--- src/fpls_pkg.sv ---
`default_nettype none
package fpls_pkg;

  // Window depth and field widths
  localparam int PATTERN_MAX = 32;
  localparam int DATA_W      = 8;
  localparam int COUNT_W     = 32;
  localparam int CFG_W       = 64;
  localparam int CFG_IDX_W   = 3;
  localparam int PAT_WORDS   = 4;
  localparam int PAT_BYTES   = PAT_WORDS * CFG_W / DATA_W;
  localparam int PAT_IDX_W   = $clog2(PAT_BYTES);
  localparam int LEN_W       = 6;
  localparam int FILL_W      = $clog2(PATTERN_MAX + 1);
  localparam int CMP_W       = (FILL_W > LEN_W) ? FILL_W : LEN_W;

  localparam logic [DATA_W-1:0]  NEWLINE_BYTE = 8'd10;
  localparam logic [COUNT_W-1:0] COUNT_MAX    = {COUNT_W{1'b1}};

  // Configuration register indexes
  typedef enum logic [CFG_IDX_W-1:0] {
    REG_PATTERN_WORD0  = 3'd0,
    REG_PATTERN_WORD1  = 3'd1,
    REG_PATTERN_WORD2  = 3'd2,
    REG_PATTERN_WORD3  = 3'd3,
    REG_PATTERN_LENGTH = 3'd4,
    REG_CASE_SENSITIVE = 3'd5
  } cfg_reg_t;

  // One text byte on its way to the report stage
  typedef struct packed {
    logic               newline;
    logic               fill_ok;
    logic [COUNT_W-1:0] line;
    logic [COUNT_W-1:0] offset;
  } fpls_item_t;

  // Fold a-z to A-Z when enabled
  function automatic logic [DATA_W-1:0] fold_byte(input logic [DATA_W-1:0] b,
                                                  input logic en);
    logic [DATA_W-1:0] r;
    r = b;
    if (en && b >= 8'd97 && b <= 8'd122) begin
      r = b - 8'd32;
    end
    return r;
  endfunction

endpackage
`default_nettype wire

--- src/fpls_if.sv ---
`default_nettype none
interface fpls_byte_if;
  import fpls_pkg::*;
  logic              valid;
  logic              ready;
  logic [DATA_W-1:0] data_byte;

  modport source (output valid, output data_byte, input ready);
  modport sink   (input valid, input data_byte, output ready);
endinterface

interface fpls_match_if;
  import fpls_pkg::*;
  logic               valid;
  logic               ready;
  logic [COUNT_W-1:0] line_number;
  logic [COUNT_W-1:0] match_end_offset;

  modport source (output valid, output line_number, output match_end_offset, input ready);
  modport sink   (input valid, input line_number, input match_end_offset, output ready);
endinterface
`default_nettype wire

--- src/fpls_cell.sv ---
`default_nettype none
module fpls_cell (
  input  wire logic                      clk,
  input  wire logic                      load,
  input  wire logic [fpls_pkg::DATA_W-1:0] din,
  input  wire logic [fpls_pkg::DATA_W-1:0] pat_byte,
  input  wire logic                      in_use,
  input  wire logic                      fold_en,
  output logic      [fpls_pkg::DATA_W-1:0] q,
  output logic                           eq
);
  import fpls_pkg::*;

  logic [DATA_W-1:0] byte_r;
  logic              eq_r;
  logic              eq_nxt;

  // Compare the byte this cell takes on against its pattern byte
  assign eq_nxt = !in_use || (fold_byte(din, fold_en) == fold_byte(pat_byte, fold_en));

  // Shift the window by one cell on every transaction
  always_ff @(posedge clk) begin
    if (load) begin
      byte_r <= din;
      eq_r   <= eq_nxt;
    end
  end

  assign q  = byte_r;
  assign eq = eq_r;

endmodule
`default_nettype wire

--- src/fpls_report.sv ---
`default_nettype none
module fpls_report (
  input  wire logic                 clk,
  input  wire logic                 rst_n,
  input  wire logic                 load,
  input  wire fpls_pkg::fpls_item_t item,
  input  wire logic                 eq_all,
  output logic                      take_ok,
  fpls_match_if.source              out_ch
);
  import fpls_pkg::*;

  logic               s2_v_r, s2_v_nxt;
  fpls_item_t         item_r;
  logic               rep_r, rep_nxt;
  logic               out_v_r;
  logic [COUNT_W-1:0] out_line_r;
  logic [COUNT_W-1:0] out_off_r;
  logic               rep_eff;
  logic               hit;
  logic               out_free;
  logic               s2_go;

  // A newline opens a fresh line with its report unused
  assign rep_eff  = item_r.newline ? 1'b0 : rep_r;
  assign hit      = s2_v_r && item_r.fill_ok && eq_all && !rep_eff;
  assign out_free = !out_v_r || out_ch.ready;
  assign s2_go    = !s2_v_r || !hit || out_free;
  assign take_ok  = s2_go;

  always_comb begin
    s2_v_nxt = load || (s2_v_r && !s2_go);
    rep_nxt  = rep_r;
    if (s2_v_r && s2_go) begin
      rep_nxt = hit ? 1'b1 : rep_eff;
    end
  end

  // Control state
  always_ff @(posedge clk) begin
    if (!rst_n) begin
      s2_v_r  <= 1'b0;
      rep_r   <= 1'b0;
      out_v_r <= 1'b0;
    end else begin
      s2_v_r <= s2_v_nxt;
      rep_r  <= rep_nxt;
      if (hit && s2_go) begin
        out_v_r <= 1'b1;
      end else if (out_ch.ready) begin
        out_v_r <= 1'b0;
      end
    end
  end

  // Hold the item and the result payload
  always_ff @(posedge clk) begin
    if (load) begin
      item_r <= item;
    end
    if (hit && s2_go) begin
      out_line_r <= item_r.line;
      out_off_r  <= item_r.offset;
    end
  end

  assign out_ch.valid            = out_v_r;
  assign out_ch.line_number      = out_line_r;
  assign out_ch.match_end_offset = out_off_r;

endmodule
`default_nettype wire

--- src/fixed_pattern_line_search_top.sv ---
// Fixed pattern search over a byte stream, reporting once per line.
//
// in_ch carries one text byte per transaction (valid/ready). out_ch carries
// one result per reported match: the 0-based line number and the offset just
// past the match, both saturating at 2^32-1. At most one result per line; a
// pattern that ends in a newline reports on the new line.
// The configuration port writes the pattern words, the length and the case
// mode with cfg_we, cfg_index and cfg_data; write it only while the block is
// idle.
// Throughput: one byte per cycle unless a result waits in the report stage.
// Every window cell compares its byte with the pattern in parallel in the
// cycle it is shifted, so the row of cells sets the rate. A byte accepted
// into the window sits in the report stage, and its result enters the
// output register from there.
// When out_ch stalls, the output register holds its result. Bytes that yield
// no result keep flowing; the first byte that yields one waits in the report
// stage and in_ch.ready stays low until the held result leaves.
// Reset (rst_n low at a clock edge) clears window fill, counters, line state
// and configuration (length 1, case folding on, pattern zero).
`default_nettype none
module fixed_pattern_line_search_top (
  input  wire logic                           clk,
  input  wire logic                           rst_n,
  fpls_byte_if.sink                           in_ch,
  fpls_match_if.source                        out_ch,
  input  wire logic                           cfg_we,
  input  wire logic [fpls_pkg::CFG_IDX_W-1:0] cfg_index,
  input  wire logic [fpls_pkg::CFG_W-1:0]     cfg_data
);
  import fpls_pkg::*;

  logic [CFG_W-1:0]   pattern_word_r [PAT_WORDS];
  logic [LEN_W-1:0]   len_r;
  logic               case_r;
  logic [FILL_W-1:0]  fill_r, fill_nxt;
  logic [COUNT_W-1:0] byte_cnt_r, byte_cnt_nxt;
  logic [COUNT_W-1:0] line_cnt_r, line_cnt_nxt;

  logic [DATA_W-1:0]  pat_bytes [PAT_BYTES];
  logic [DATA_W-1:0]  win       [PATTERN_MAX];
  logic [PATTERN_MAX-1:0] eq_bits;
  logic [CMP_W-1:0]   len_ext;
  logic [CMP_W-1:0]   eff_len;
  logic               fold_en;
  logic               accept;
  logic               take_ok;
  logic               is_nl;
  fpls_item_t         item;

  // Configuration registers
  always_ff @(posedge clk) begin
    if (!rst_n) begin
      for (int w = 0; w < PAT_WORDS; w++) begin
        pattern_word_r[w] <= '0;
      end
      len_r  <= LEN_W'(1);
      case_r <= 1'b0;
    end else if (cfg_we) begin
      unique case (cfg_reg_t'(cfg_index))
        REG_PATTERN_WORD0:  pattern_word_r[0] <= cfg_data;
        REG_PATTERN_WORD1:  pattern_word_r[1] <= cfg_data;
        REG_PATTERN_WORD2:  pattern_word_r[2] <= cfg_data;
        REG_PATTERN_WORD3:  pattern_word_r[3] <= cfg_data;
        REG_PATTERN_LENGTH: len_r  <= cfg_data[LEN_W-1:0];
        REG_CASE_SENSITIVE: case_r <= cfg_data[0];
        default: ;
      endcase
    end
  end

  // Split the pattern words into bytes, byte 0 lowest
  for (genvar b = 0; b < PAT_BYTES; b++) begin : g_pat
    assign pat_bytes[b] = pattern_word_r[b / 8][(b % 8) * DATA_W +: DATA_W];
  end

  // Clamp the length to the window depth
  assign len_ext = CMP_W'(len_r);
  assign eff_len = (len_ext > CMP_W'(PATTERN_MAX)) ? CMP_W'(PATTERN_MAX) : len_ext;
  assign fold_en = !case_r;

  assign accept       = in_ch.valid && in_ch.ready;
  assign in_ch.ready  = take_ok;
  assign is_nl        = (in_ch.data_byte == NEWLINE_BYTE);

  // Advance fill and counters, saturating
  always_comb begin
    fill_nxt     = (fill_r < FILL_W'(PATTERN_MAX)) ? fill_r + FILL_W'(1) : fill_r;
    byte_cnt_nxt = (byte_cnt_r != COUNT_MAX) ? byte_cnt_r + COUNT_W'(1) : byte_cnt_r;
    line_cnt_nxt = line_cnt_r;
    if (is_nl && line_cnt_r != COUNT_MAX) begin
      line_cnt_nxt = line_cnt_r + COUNT_W'(1);
    end
  end

  always_ff @(posedge clk) begin
    if (!rst_n) begin
      fill_r     <= '0;
      byte_cnt_r <= '0;
      line_cnt_r <= '0;
    end else if (accept) begin
      fill_r     <= fill_nxt;
      byte_cnt_r <= byte_cnt_nxt;
      line_cnt_r <= line_cnt_nxt;
    end
  end

  assign item.newline = is_nl;
  assign item.fill_ok = (eff_len != '0) && (CMP_W'(fill_nxt) >= eff_len);
  assign item.line    = line_cnt_nxt;
  assign item.offset  = byte_cnt_nxt;

  // Row of window cells, newest byte in cell 0
  for (genvar k = 0; k < PATTERN_MAX; k++) begin : g_cell
    logic [DATA_W-1:0] din;
    logic [CMP_W-1:0]  idx;
    logic [DATA_W-1:0] pat;
    logic              in_use;

    if (k == 0) begin : g_head
      assign din = in_ch.data_byte;
    end else begin : g_link
      assign din = win[k-1];
    end

    assign in_use = CMP_W'(k) < eff_len;
    assign idx    = eff_len - CMP_W'(k) - CMP_W'(1);
    assign pat    = (idx < CMP_W'(PAT_BYTES)) ? pat_bytes[idx[PAT_IDX_W-1:0]] : '0;

    fpls_cell u_cell (
      .clk      (clk),
      .load     (accept),
      .din      (din),
      .pat_byte (pat),
      .in_use   (in_use),
      .fold_en  (fold_en),
      .q        (win[k]),
      .eq       (eq_bits[k])
    );
  end

  fpls_report u_report (
    .clk     (clk),
    .rst_n   (rst_n),
    .load    (accept),
    .item    (item),
    .eq_all  (&eq_bits),
    .take_ok (take_ok),
    .out_ch  (out_ch)
  );

  // Checks
  a_fill_bound: assert property (@(posedge clk) disable iff (!rst_n)
    fill_r <= FILL_W'(PATTERN_MAX))
    else $error("window fill above depth");

  a_line_order: assert property (@(posedge clk) disable iff (!rst_n)
    out_ch.valid |-> (out_ch.line_number <= line_cnt_r))
    else $error("reported line ahead of line count");

  a_offset_order: assert property (@(posedge clk) disable iff (!rst_n)
    out_ch.valid |-> (out_ch.match_end_offset <= byte_cnt_r
                      && out_ch.match_end_offset != '0))
    else $error("reported offset outside received bytes");

  a_new_result: assert property (@(posedge clk) disable iff (!rst_n)
    $rose(out_ch.valid) |-> $past(accept, 2))
    else $error("result without a pending transaction");

endmodule
`default_nettype wire

--- src/flat_wrapper.sv ---
// flat-port wrapper written by rule: the top's interface ports become plain ports
module fixed_pattern_line_search_top_flat import fpls_pkg::*;
  (clk, rst_n, cfg_we, cfg_index, cfg_data, in_ch_valid, in_ch_data_byte, in_ch_ready, out_ch_valid, out_ch_line_number, out_ch_match_end_offset, out_ch_ready);
  fpls_byte_if in_ch_i ();
  fpls_match_if out_ch_i ();
  input  wire logic clk;
  input  wire logic rst_n;
  input  wire logic cfg_we;
  input  wire logic [fpls_pkg::CFG_IDX_W-1:0] cfg_index;
  input  wire logic [fpls_pkg::CFG_W-1:0] cfg_data;
  input wire logic [$bits(in_ch_i.valid)-1:0] in_ch_valid;
  input wire logic [$bits(in_ch_i.data_byte)-1:0] in_ch_data_byte;
  output wire logic [$bits(in_ch_i.ready)-1:0] in_ch_ready;
  output wire logic [$bits(out_ch_i.valid)-1:0] out_ch_valid;
  output wire logic [$bits(out_ch_i.line_number)-1:0] out_ch_line_number;
  output wire logic [$bits(out_ch_i.match_end_offset)-1:0] out_ch_match_end_offset;
  input wire logic [$bits(out_ch_i.ready)-1:0] out_ch_ready;
  assign in_ch_i.valid = in_ch_valid;
  assign in_ch_i.data_byte = in_ch_data_byte;
  assign in_ch_ready = in_ch_i.ready;
  assign out_ch_valid = out_ch_i.valid;
  assign out_ch_line_number = out_ch_i.line_number;
  assign out_ch_match_end_offset = out_ch_i.match_end_offset;
  assign out_ch_i.ready = out_ch_ready;
  fixed_pattern_line_search_top u_core (.clk(clk), .rst_n(rst_n), .in_ch(in_ch_i), .out_ch(out_ch_i), .cfg_we(cfg_we), .cfg_index(cfg_index), .cfg_data(cfg_data));
endmodule
--- config.mk ---
export PLATFORM = sky130hd
export DESIGN_NAME = fixed_pattern_line_search_top_flat
export DESIGN_NICKNAME = d
export VERILOG_FILES = /design/src/fpls_pkg.sv /design/src/fpls_if.sv /design/src/fpls_cell.sv /design/src/fpls_report.sv /design/src/fixed_pattern_line_search_top.sv /design/src/flat_wrapper.sv
export SDC_FILE = /design/constraint.sdc
export NUM_CORES = 2
export LEC_CHECK = 0
export BUFFER_PORTS_ARGS = -buffer_cell sky130_fd_sc_hd__buf_4
export CAP_MARGIN = 20
export CORE_MARGIN = 2
export CORE_UTILIZATION = 44
export CTS_CLUSTER_DIAMETER = 40
export CTS_CLUSTER_SIZE = 24
export DETAILED_ROUTE_END_ITERATION = 6
export PLACE_DENSITY = 0.65
export SLEW_MARGIN = 25
export SYNTH_ARGS = -nofsm -noshare
export SYNTH_HDL_FRONTEND = slang
export SYNTH_SLANG_ARGS = --single-unit
--- constraint.sdc ---
create_clock -name clk -period 21 [get_ports clk]
set_clock_uncertainty 0.2 [all_clocks]
set_input_delay 5.25 -clock clk [delete_from_list [all_inputs] [get_ports clk]]
set_output_delay 5.25 -clock clk [all_outputs]
set_load 0.02 [all_outputs]
==> impl_metrics.ini <==
[status]
status = finished, final reports clean

[cts]
htree_levels = 3
cts_made_buffers = 111
cts.sinks = 746
cts_hold_buffers = 0
tritoncts = built
cts_resized = 0
clk_pin_slew_worst_paths_ns = 0.06
clk_path_buf_depth = 3
post-cts-setup-buffer-count = 0
ctsRootBufferMaster = clkbuf_16
clk_latency_ns = 0.79

[synth]
syn_area_per_cell_um2 = 10.7
synth-seq-cells = 746
syn_inst = 5721
synth_edf_count = 666
yosys.area_share.simple = 0.153
ys_warn_count = 0
muxShareOfSynthArea = 0.267
synth_top_area_cell = edfxtp_1
synth-xor-area-share = 0.0527
synth_top_cell_area_share = 0.326
yosys-top-cells-area = edfxtp_1 33%, mux4_2 15%, mux2i_1 10%, nand2_1 3.3%, and2_1 3.2%
ys_seq_area_frac = 0.352
synthAdderAreaFrac = 0.0180
synth_top_family_by_area = multiplexers
synth.top_cells.by_count = 666 x edfxtp_1, 631 x mux2i_1, 547 x nand2_1, 407 x mux4_2, 312 x and2_1
synth-async-reset-ratio = 0
synth-compound-area-share = 0.117
synth_cell_types = 104
synthFlopType = edfxtp_1
syn_nets = 5889
synth_most_common_cell = edfxtp_1
netlist_area_mm2 = 0.0613

[timing]
drv_slew = 0
hold_viol = 0
setup_violations = 0
slew-limit-headroom = 0.178
fmax_mhz = 87.1
tightest_slew_ns = 1.23
min_period_ns = 11.48
setup_ws_ns = 9.52
rsz0062_at_grt = false
fin_crit_sh = 0.547
finalSetupTns_ns = 0

[cells_and_area]
fin_nets = 5918
drive_gt1_frac = 0.188
utilization = 0.496
finalNonFillerCells = 7650
nFillCells = 12415
area_delta_synth_final_pct = 11.4

[floorplanning]
ioPinCount = 146
rows = 136
dieArea_mm2 = 0.142
die_h_um = 377
die_x_um = 377
fp.coreArea_mm2 = 0.138
start_util = 0.445

[power_and_ir_drop]
p_leak_nw = 25.2
powerDensity_mw_per_mm2 = 73.0
vdd_drop_max_mv = 0.0800
finalPower_mw = 4.99

[setup_path]
cp-end-kind = output port
reg2regPathDepth = 15
cp_max_fo = 4
cp.required_ns = 15.55
critPathLaunchType = input port
critPathKind = input port to output port
crit_chain = buf_4 -> nand2b_1 -> or2_2 -> buf_4
regToRegSetupSlack_ns = 12.40
worst_r2r_startpoint = u_core.len_ext[5]
crit_slowest_cell = or2_2
cpMostUsedCell = buf_4
cp_slowest_stage_delay_ns = 0.33
cp.arrival_ns = 6.03
r2r_end = u_core.g_cell[16].u_cell.eq

[detailed_routing]
drtIter0Drc = 7445
vias = 52818
routed_wl_mm = 283
via_per_inst = 6.90
drtAntennaViolNets = 0
wl_per_cell_um = 37.0
drc = 0
firstDrtPassIters = 6

[global_route]
antenna_found_initial = 24
grt_overflow = 0
grt_pass1_wl_mm = 390
grt_usage = 0.392
grt_max_degree = 131
first_global_vias = 49051

[placement]
preCtsSetupSlack_ns = 9.53
dp_cells = 7429
gp_congestion = 1.09
dpl.hpwl_mm = 219
portBuffers = 145

[min_path]
hp-start = u_core.u_report.item_r[32]
min_to = u_core.u_report.out_ch.line_number[0]
whs_path_depth = 0
hp-class = flip-flop to flip-flop

[run]
max_cap_violations = 0
-- cell type report --
type                    count  area [µm²]  area share
diodes                      7        17.5    0.000256
clock buffers             124        2940      0.0430
inverters                 161         627     0.00917
clock inverters            88         977      0.0143
well taps                1794        2240      0.0329
flip-flops and latches    746       21600       0.316
multi-input cells        4442       37700       0.552
repair buffers            288        2200      0.0323
-- cells by family (layout without fill, tap and decap cells) --
group,after synthesis,after routing
fa+ha+maj,88,88
mux,1118,1118
other cells,0,7
flops,746,746
xor+xnor,363,363
simple gates,1813,1813
compound gates,1060,1060
buf+inv,533,661
-- sequential cells by signal (all words and copies together), names as in the netlist, named ones only --
| signal | flops |
|---|---|
| u_core.u_report.out_ch.match_end_offset | 32 |
| u_core.len_ext | 6 |
| u_core.u_report.out_ch.valid | 1 |
| u_core.case_r | 1 |
| u_core.byte_cnt_r | 32 |
| u_core.fill_r | 6 |
| u_core.pattern_word_r | 256 |
| u_core.g_cell.u_cell.eq | 32 |
| u_core.line_cnt_r | 32 |
| u_core.u_report.out_ch.line_number | 32 |
| u_core.u_report.rep_r | 1 |
| u_core.g_cell.u_cell.q | 248 |
| u_core.u_report.item_r | 66 |
-- metal layers --
layer | vias to the layer above | GRT usage | wire (µm)
li1 | 22251 | - | -
met1 | 26664 | 0.509 | 110000
met2 | 3133 | 0.549 | 115000
met3 | 744 | 0.156 | 37000
met4 | 26 | 0.230 | 20500
met5 | - | 0.00240 | 256
-- metrics by stage --
stage          hold WS, ns  area [µm²]
6_report             0.212       68300
5_1_grt              0.218       68300
4_1_cts              0.212       68200
3_5_place_dp         0.205       64300
3_3_place_gp         0.204       64300
2_1_floorplan        0.200       61300
-- power by group --
part,internal (mW),switching (mW)
logic,0.430,0.834
clock network,1.11,0.798
registers,1.70,0.114
-- layout by cell type, fill, tap and decap left out, types with 20 or more instances in the layout --
| master | instances |
|---|---|
| nand4_1 | 42 |
| mux2i_1 | 627 |
| a22o_1 | 20 |
| a32oi_1 | 25 |
| or3_1 | 49 |
| clkbuf_16 | 114 |
| a221oi_1 | 20 |
| nand2b_1 | 60 |
| a21boi_0 | 37 |
| o22ai_1 | 36 |
| edfxtp_1 | 666 |
| o32ai_1 | 24 |
| nor4_1 | 72 |
| a211oi_1 | 38 |
| nor2b_1 | 34 |
| mux4_2 | 407 |
| nand2_1 | 547 |
| a22oi_1 | 87 |
| a31oi_1 | 64 |
| o21ai_0 | 173 |
| ha_1 | 85 |
| buf_4 | 284 |
| a21o_1 | 34 |
| nor3b_1 | 22 |
| o221ai_1 | 22 |
| mux2_2 | 80 |
| or4_1 | 28 |
| inv_1 | 151 |
| xnor2_1 | 205 |
| dfxtp_1 | 75 |
| a21oi_1 | 238 |
| o31ai_1 | 29 |
| and2_1 | 312 |
| nor3_1 | 80 |
| inv_6 | 24 |
| nor2_1 | 248 |
| and3_1 | 38 |
| o211ai_1 | 41 |
| nand3_1 | 163 |
| xor2_1 | 143 |
-- worst max-delay path: cells and delay by family --
| kind | cells | cell delay [ns] |
|---|---|---|
| simple gates | 2 | 0.50 |
| buf+inv | 2 | 0.27 |
-- worst max path at each step --
stage,depth (start not counted),to,start,slack [ns]
final,4,in_ch_ready,out_ch_ready,9.52
after global routing,4,in_ch_ready,out_ch_ready,9.48
after CTS,4,in_ch_ready,out_ch_ready,9.53
after detailed placement,4,in_ch_ready,out_ch_ready,9.53
after global placement,4,in_ch_ready,out_ch_ready,9.52
after floorplan,8,u_core.line_cnt_r[14],out_ch_ready,4.31
Note: power is estimated with default switching activity, not from simulation.
